**src/hdl/bta_pkg.sv**
```systemverilog
// Shared types and constants for the boundary-tag first-fit allocator.
`timescale 1ns / 1ps
`default_nettype none
package bta_pkg;

  localparam int unsigned WORD_BYTES   = 8;
  localparam int unsigned TAG_OVERHEAD = 16;
  localparam logic [15:0] LIMIT_RESET  = 16'd32768;

  localparam logic [0:0] FUNC_ALLOC = 1'b0;
  localparam logic [0:0] FUNC_FREE  = 1'b1;

  typedef enum logic [4:0] {
    OP_NONE,
    OP_LOAD,
    OP_RD_POS,
    OP_RD_NEXT,
    OP_STEP,
    OP_LATCH_BLK,
    OP_LATCH_FREE,
    OP_ADD_NEXT,
    OP_WR_SPLIT_HDR,
    OP_WR_SPLIT_FTR,
    OP_WR_REST_HDR,
    OP_WR_REST_FTR,
    OP_WR_WHOLE_HDR,
    OP_WR_WHOLE_FTR,
    OP_WR_GROW_HDR,
    OP_WR_GROW_FTR,
    OP_WR_FREE_HDR,
    OP_WR_FREE_FTR
  } cmd_op_t;

  typedef enum logic [2:0] {
    RES_KEEP,
    RES_FAIL,
    RES_POS,
    RES_TOP,
    RES_REL
  } res_src_t;

  typedef struct packed {
    cmd_op_t  op;
    res_src_t res;
    logic     publish;
  } dp_cmd_t;

  typedef struct packed {
    logic func_free;
    logic req_zero;
    logic addr_bad;
    logic top_zero;
    logic blk_bad;
    logic blk_free;
    logic fits;
    logic split;
    logic at_target;
    logic past_target;
    logic step_end;
    logic next_free_ok;
    logic grow_ok;
  } dp_status_t;

endpackage
`default_nettype wire

```
**src/hdl/bta_ctrl.sv**
```systemverilog
// Allocator sequencer: walks blocks, issues tag reads and writes, hands off results.
`timescale 1ns / 1ps
`default_nettype none
module bta_ctrl (
  input  wire logic               clk,
  input  wire logic               rst_n,
  input  wire logic               in_valid,
  output logic                    in_ready,
  output logic                    out_valid,
  input  wire logic               out_ready,
  input  wire bta_pkg::dp_status_t status,
  output bta_pkg::dp_cmd_t        cmd
);
  import bta_pkg::*;

  typedef enum logic [4:0] {
    S_IDLE,
    S_START,
    S_READ,
    S_WAIT,
    S_FREAD,
    S_FWAIT,
    S_FHDR,
    S_FFTR,
    S_SPLIT_HDR,
    S_SPLIT_FTR,
    S_REST_HDR,
    S_REST_FTR,
    S_WHOLE_HDR,
    S_WHOLE_FTR,
    S_GROW,
    S_GROW_FTR,
    S_DONE
  } state_t;

  state_t state_r, state_nxt;
  logic   out_valid_r, out_valid_nxt;

  always_comb begin
    state_nxt     = state_r;
    out_valid_nxt = out_valid_r && !out_ready;
    cmd.op        = OP_NONE;
    cmd.res       = RES_KEEP;
    cmd.publish   = 1'b0;
    unique case (state_r)
      S_IDLE: begin
        if (in_valid) begin
          cmd.op    = OP_LOAD;
          state_nxt = S_START;
        end
      end
      S_START: begin
        if (status.func_free) begin
          if (status.addr_bad || status.top_zero) begin
            cmd.res   = RES_FAIL;
            state_nxt = S_DONE;
          end else begin
            cmd.op    = OP_RD_POS;
            state_nxt = S_WAIT;
          end
        end else if (status.req_zero) begin
          cmd.res   = RES_FAIL;
          state_nxt = S_DONE;
        end else if (status.top_zero) begin
          state_nxt = S_GROW;
        end else begin
          cmd.op    = OP_RD_POS;
          state_nxt = S_WAIT;
        end
      end
      S_READ: begin
        cmd.op    = OP_RD_POS;
        state_nxt = S_WAIT;
      end
      S_WAIT: begin
        if (!status.func_free) begin
          if (status.blk_bad) begin
            state_nxt = S_GROW;
          end else if (status.fits) begin
            cmd.op    = OP_LATCH_BLK;
            state_nxt = status.split ? S_SPLIT_HDR : S_WHOLE_HDR;
          end else begin
            cmd.op    = OP_STEP;
            state_nxt = status.step_end ? S_GROW : S_READ;
          end
        end else if (status.blk_bad) begin
          cmd.res   = RES_FAIL;
          state_nxt = S_DONE;
        end else if (status.at_target) begin
          if (status.blk_free) begin
            cmd.res   = RES_FAIL;
            state_nxt = S_DONE;
          end else begin
            cmd.op    = OP_LATCH_FREE;
            state_nxt = status.step_end ? S_FHDR : S_FREAD;
          end
        end else if (status.past_target) begin
          cmd.res   = RES_FAIL;
          state_nxt = S_DONE;
        end else begin
          cmd.op = OP_STEP;
          if (status.step_end) begin
            cmd.res   = RES_FAIL;
            state_nxt = S_DONE;
          end else begin
            state_nxt = S_READ;
          end
        end
      end
      S_FREAD: begin
        cmd.op    = OP_RD_NEXT;
        state_nxt = S_FWAIT;
      end
      S_FWAIT: begin
        if (status.next_free_ok) begin
          cmd.op = OP_ADD_NEXT;
        end
        state_nxt = S_FHDR;
      end
      S_FHDR: begin
        cmd.op    = OP_WR_FREE_HDR;
        state_nxt = S_FFTR;
      end
      S_FFTR: begin
        cmd.op    = OP_WR_FREE_FTR;
        cmd.res   = RES_REL;
        state_nxt = S_DONE;
      end
      S_SPLIT_HDR: begin
        cmd.op    = OP_WR_SPLIT_HDR;
        state_nxt = S_SPLIT_FTR;
      end
      S_SPLIT_FTR: begin
        cmd.op    = OP_WR_SPLIT_FTR;
        state_nxt = S_REST_HDR;
      end
      S_REST_HDR: begin
        cmd.op    = OP_WR_REST_HDR;
        state_nxt = S_REST_FTR;
      end
      S_REST_FTR: begin
        cmd.op    = OP_WR_REST_FTR;
        cmd.res   = RES_POS;
        state_nxt = S_DONE;
      end
      S_WHOLE_HDR: begin
        cmd.op    = OP_WR_WHOLE_HDR;
        state_nxt = S_WHOLE_FTR;
      end
      S_WHOLE_FTR: begin
        cmd.op    = OP_WR_WHOLE_FTR;
        cmd.res   = RES_POS;
        state_nxt = S_DONE;
      end
      S_GROW: begin
        if (status.grow_ok) begin
          cmd.op    = OP_WR_GROW_HDR;
          cmd.res   = RES_TOP;
          state_nxt = S_GROW_FTR;
        end else begin
          cmd.res   = RES_FAIL;
          state_nxt = S_DONE;
        end
      end
      S_GROW_FTR: begin
        cmd.op    = OP_WR_GROW_FTR;
        state_nxt = S_DONE;
      end
      S_DONE: begin
        if (!out_valid_r || out_ready) begin
          cmd.publish   = 1'b1;
          out_valid_nxt = 1'b1;
          state_nxt     = S_IDLE;
        end
      end
      default: state_nxt = S_IDLE;
    endcase
  end

  always_ff @(posedge clk) begin
    if (!rst_n) begin
      state_r     <= S_IDLE;
      out_valid_r <= 1'b0;
    end else begin
      state_r     <= state_nxt;
      out_valid_r <= out_valid_nxt;
    end
  end

  assign in_ready  = (state_r == S_IDLE);
  assign out_valid = out_valid_r;

endmodule
`default_nettype wire

```
**config.mk**
```make
export PLATFORM = sky130hd
export DESIGN_NAME = bta_ctrl
export DESIGN_NICKNAME = d
export VERILOG_FILES = /design/src/hdl/bta_pkg.sv /design/src/hdl/bta_ctrl.sv
export SDC_FILE = /design/constraint.sdc
export NUM_CORES = 1
export LEC_CHECK = 0
export CAP_MARGIN = 0
export CORE_AREA = 2 2 39 41
export CTS_BUF_LIST = sky130_fd_sc_hd__clkbuf_8
export DETAILED_ROUTE_END_ITERATION = 6
export DIE_AREA = 0 0 41 43
export DONT_BUFFER_PORTS = 1
export PLACE_DENSITY = 0.73
export SLEW_MARGIN = 20
export SYNTH_ARGS = -nofsm -noshare
export SYNTH_HDL_FRONTEND = slang
export SYNTH_SLANG_ARGS = --single-unit
```
**constraint.sdc**
```tcl
create_clock -name clk -period 2.14 [get_ports clk]
set_input_delay 0.535 -clock clk [delete_from_list [all_inputs] [get_ports clk]]
set_output_delay 0.535 -clock clk [all_outputs]
set_load 0.1 [all_outputs]
```
==> metrics <==
DRT iter0 DRCs 68; sw frac 58.5%; required time worst endpoint 1.60 ns; Hold Crit Class in -> reg; GPL Wtd Cong 0.901; Simple-Gate Fraction of Synth Area 36.9%; initial antenna violation count 0; DIE WIDTH 41 um; Total Routing Usage GR 34.2%; Syn Nets 126; fin cells 142; Flop pwr share 11.4%; fin crit period 2.18 ns; first-pass GRT wire length 4220 um; Post-Synth Adder-Cell Area 0%; main combinational cell family by area after synthesis simple AND/OR/NAND/NOR gates; utilization after layout 87.3%; Peak VDD IR 1.62 mV; Max Root-Sink Buffers 2; IO Count 28; final worst path period share 102%; fin nets 145; Post-Route WL 2690 um; drt pass-1 iters 4; Vias/cell 6.75; TritonCTS buffer count 3; insertion delay to the later sink of the worst-skew pair 0.23 ns; clock share of power 9.7%; row cnt 14; internal power 0.741 mW; pin count of the biggest net entering global routing 14; Max-cap violations 0; Cells after Synth 109; final hold vios 0; vias 958; Post-DRT Antenna Nets 0; status complete, but fails checks; GRT overflow 0; CP arrival 1.64 ns; Synth Area in XOR/XNOR 1.16%; Max Clock Freq 460 MHz; DR WL/cell 18.9 um; clock sinks 6; die height 43 um; number of global-route vias before repair 945; Final TNS setup -0.0791 ns; Psw 1.04 mW; CP Launch Type register; post-synthesis cell type count 40; LEAKAGE 0.409 nW; Synth Area in Compound Gates 31.4%; IO buf count 0; full die area 1760 um^2; crit-path max FO 5; htree depth 1; # setup viols final 3; cts hold-fix bufs 0; RSZ-0062 raised after global routing true; Remaining DRCs 0; Slew @ Worst Pin 0.508 ns; Mapped Area 757 um^2; Post-Route Skew 0.00176 ns; root buf cell clkbuf_8; Slew HR 66.2%; layout cell share with drive strength beyond 1 47.6%; failing checks setup timing; worst setup margin -0.0362 ns; TritonCTS clock tree done; sequential cell area fraction in the yosys report 15.9%; Synthesis Warnings 0; Clk pin slew, worst setup/hold paths 0.04 ns; PwrDens 1480 nW/um^2; core area 1380 um^2; critical path class reg -> out; Worst Setup End Kind output pin; hold slack 0.425 ns; post-synthesis mux area share 4.30%; Max Slew Vio Count 0; DP Cell Count 138; Comb power frac 78.9%; post-detail-place hpwl 1870 um; area growth from synthesis to layout 59.5%; syn avg cell area 6.94 um^2; Initial Utilization 54.7%; Seq cells post-synth 6; number of inserted diodes 0
cells in the mapped netlist, drive strengths merged:
master   number  share of area, %
or3b          1               1.2
o22ai         1              0.83
o31ai         1              0.99
a211oi        2               2.0
o211ai        1              0.99
nor4          5               5.8
a22o          1               1.2
mux2i         1               1.3
or2           1              0.83
nand3         5               3.3
dfxtp         6                16
a311o         1               1.3
nand4bb       1               1.5
o41ai         1               1.2
a22oi         1              0.99
and3          2               1.7
inv           5               2.5
nand2b        6               5.0
nor3          5               4.0
a2111oi       1               2.0
buf           8               7.9
nor3b         2               2.0
mux2          2               3.0
nor2b         2               1.7
nor2         13               6.4
a311oi        1               1.2
o21ai         9               5.9
a31oi         2               1.7
nand2         5               2.5
o21a          2               2.0
a221o         1               1.3
xnor2         1               1.2
a21oi        12               7.9
nor4b         1               1.2
cell families after synthesis:
logic type      after synthesis
compound gates               37
buf+inv                      13
flops                         6
xor+xnor                      1
mux                           3
simple gates                 49
stage by stage:
| step | power, mW | setup slack [ns] | instance area [um^2] |
|---|---|---|---|
| finish | 1.78 | -0.0362 | 1210 |
| global placement | 1.47 | -0.0453 | 1090 |
| floorplan | 1.21 | -0.199 | 878 |
| CTS | 1.74 | -0.0526 | 1180 |
| detailed placement | 1.49 | -0.0353 | 1090 |
| global route | 1.85 | -0.0797 | 1210 |
area by class of cell:
class | count | area [um^2]
tap | 16 | 20.0
clock buffer | 3 | 41.3
inverter | 5 | 22.5
sequential | 6 | 130
timing repair buffer | 22 | 265
fill | 69 | 176
multi-input combinational | 90 | 728
path summary, 6_finish.rpt:
| kind | start | to | slack (ns) | depth (start not counted) |
|---|---|---|---|---|
| setup / recovery | state_r[1] | cmd[4] | -0.04 | 4 |
| hold reg to reg | out_valid | out_valid | 0.70 | 3 |
| hold / removal | rst_n | state_r[1] | 0.43 | 1 |
| setup reg to reg | state_r[1] | state_r[1] | 0.64 | 6 |
power by group through the flow:
| stage | Clock, mW | Sequential (mW) | Combinational [mW] |
|---|---|---|---|
| 6_report | 0.173 | 0.203 | 1.41 |
| 2_1_floorplan | 0 | 0.175 | 1.04 |
| 3_3_place_gp | 0 | 0.187 | 1.28 |
| 3_5_place_dp | 0 | 0.190 | 1.30 |
| 5_1_grt | 0.177 | 0.208 | 1.46 |
| 4_1_cts | 0.169 | 0.201 | 1.37 |
worst max-delay path, stage by stage, from the launching register on:
cell	delay [ns]
dfxtp_4	0.36
or3b_4	0.38
a21oi_2	0.13
nor3_1	0.06
a221o_4	0.48
cell usage in the layout, fill, tap and decap left out, types with 3 or more instances in the layout:
master    count
inv_1         3
nand2_1       5
buf_4        14
nor4_2        4
a21oi_1       8
buf_12        8
a21oi_2       4
nor2_4        4
nor2_1        9
nor3_1        3
nand2b_1      5
o21ai_1       3
clkbuf_8      3
o21ai_0       3
nand3_1       5
what timing repair did:
item                                    in CTS  in global routing
pin swaps                                    2                  1
resized for setup                           13                  6
setup buffers                                1                  0
endpoints found under the setup margin       6                  7
sequential cells by signal (all words and copies together), names as in the netlist:
register   count
out_valid      1
state_r        5
routing by layer:
layer  vias up  share of wire (%)  track usage, %
met1       454                 39            43.2
li1        441                  -               -
met3         7                7.9            4.71
met5         -                  0               0
met2        56                 52            55.9
met4         0                1.6            12.7
No activity file was read; power rests on OpenSTA's default activity.
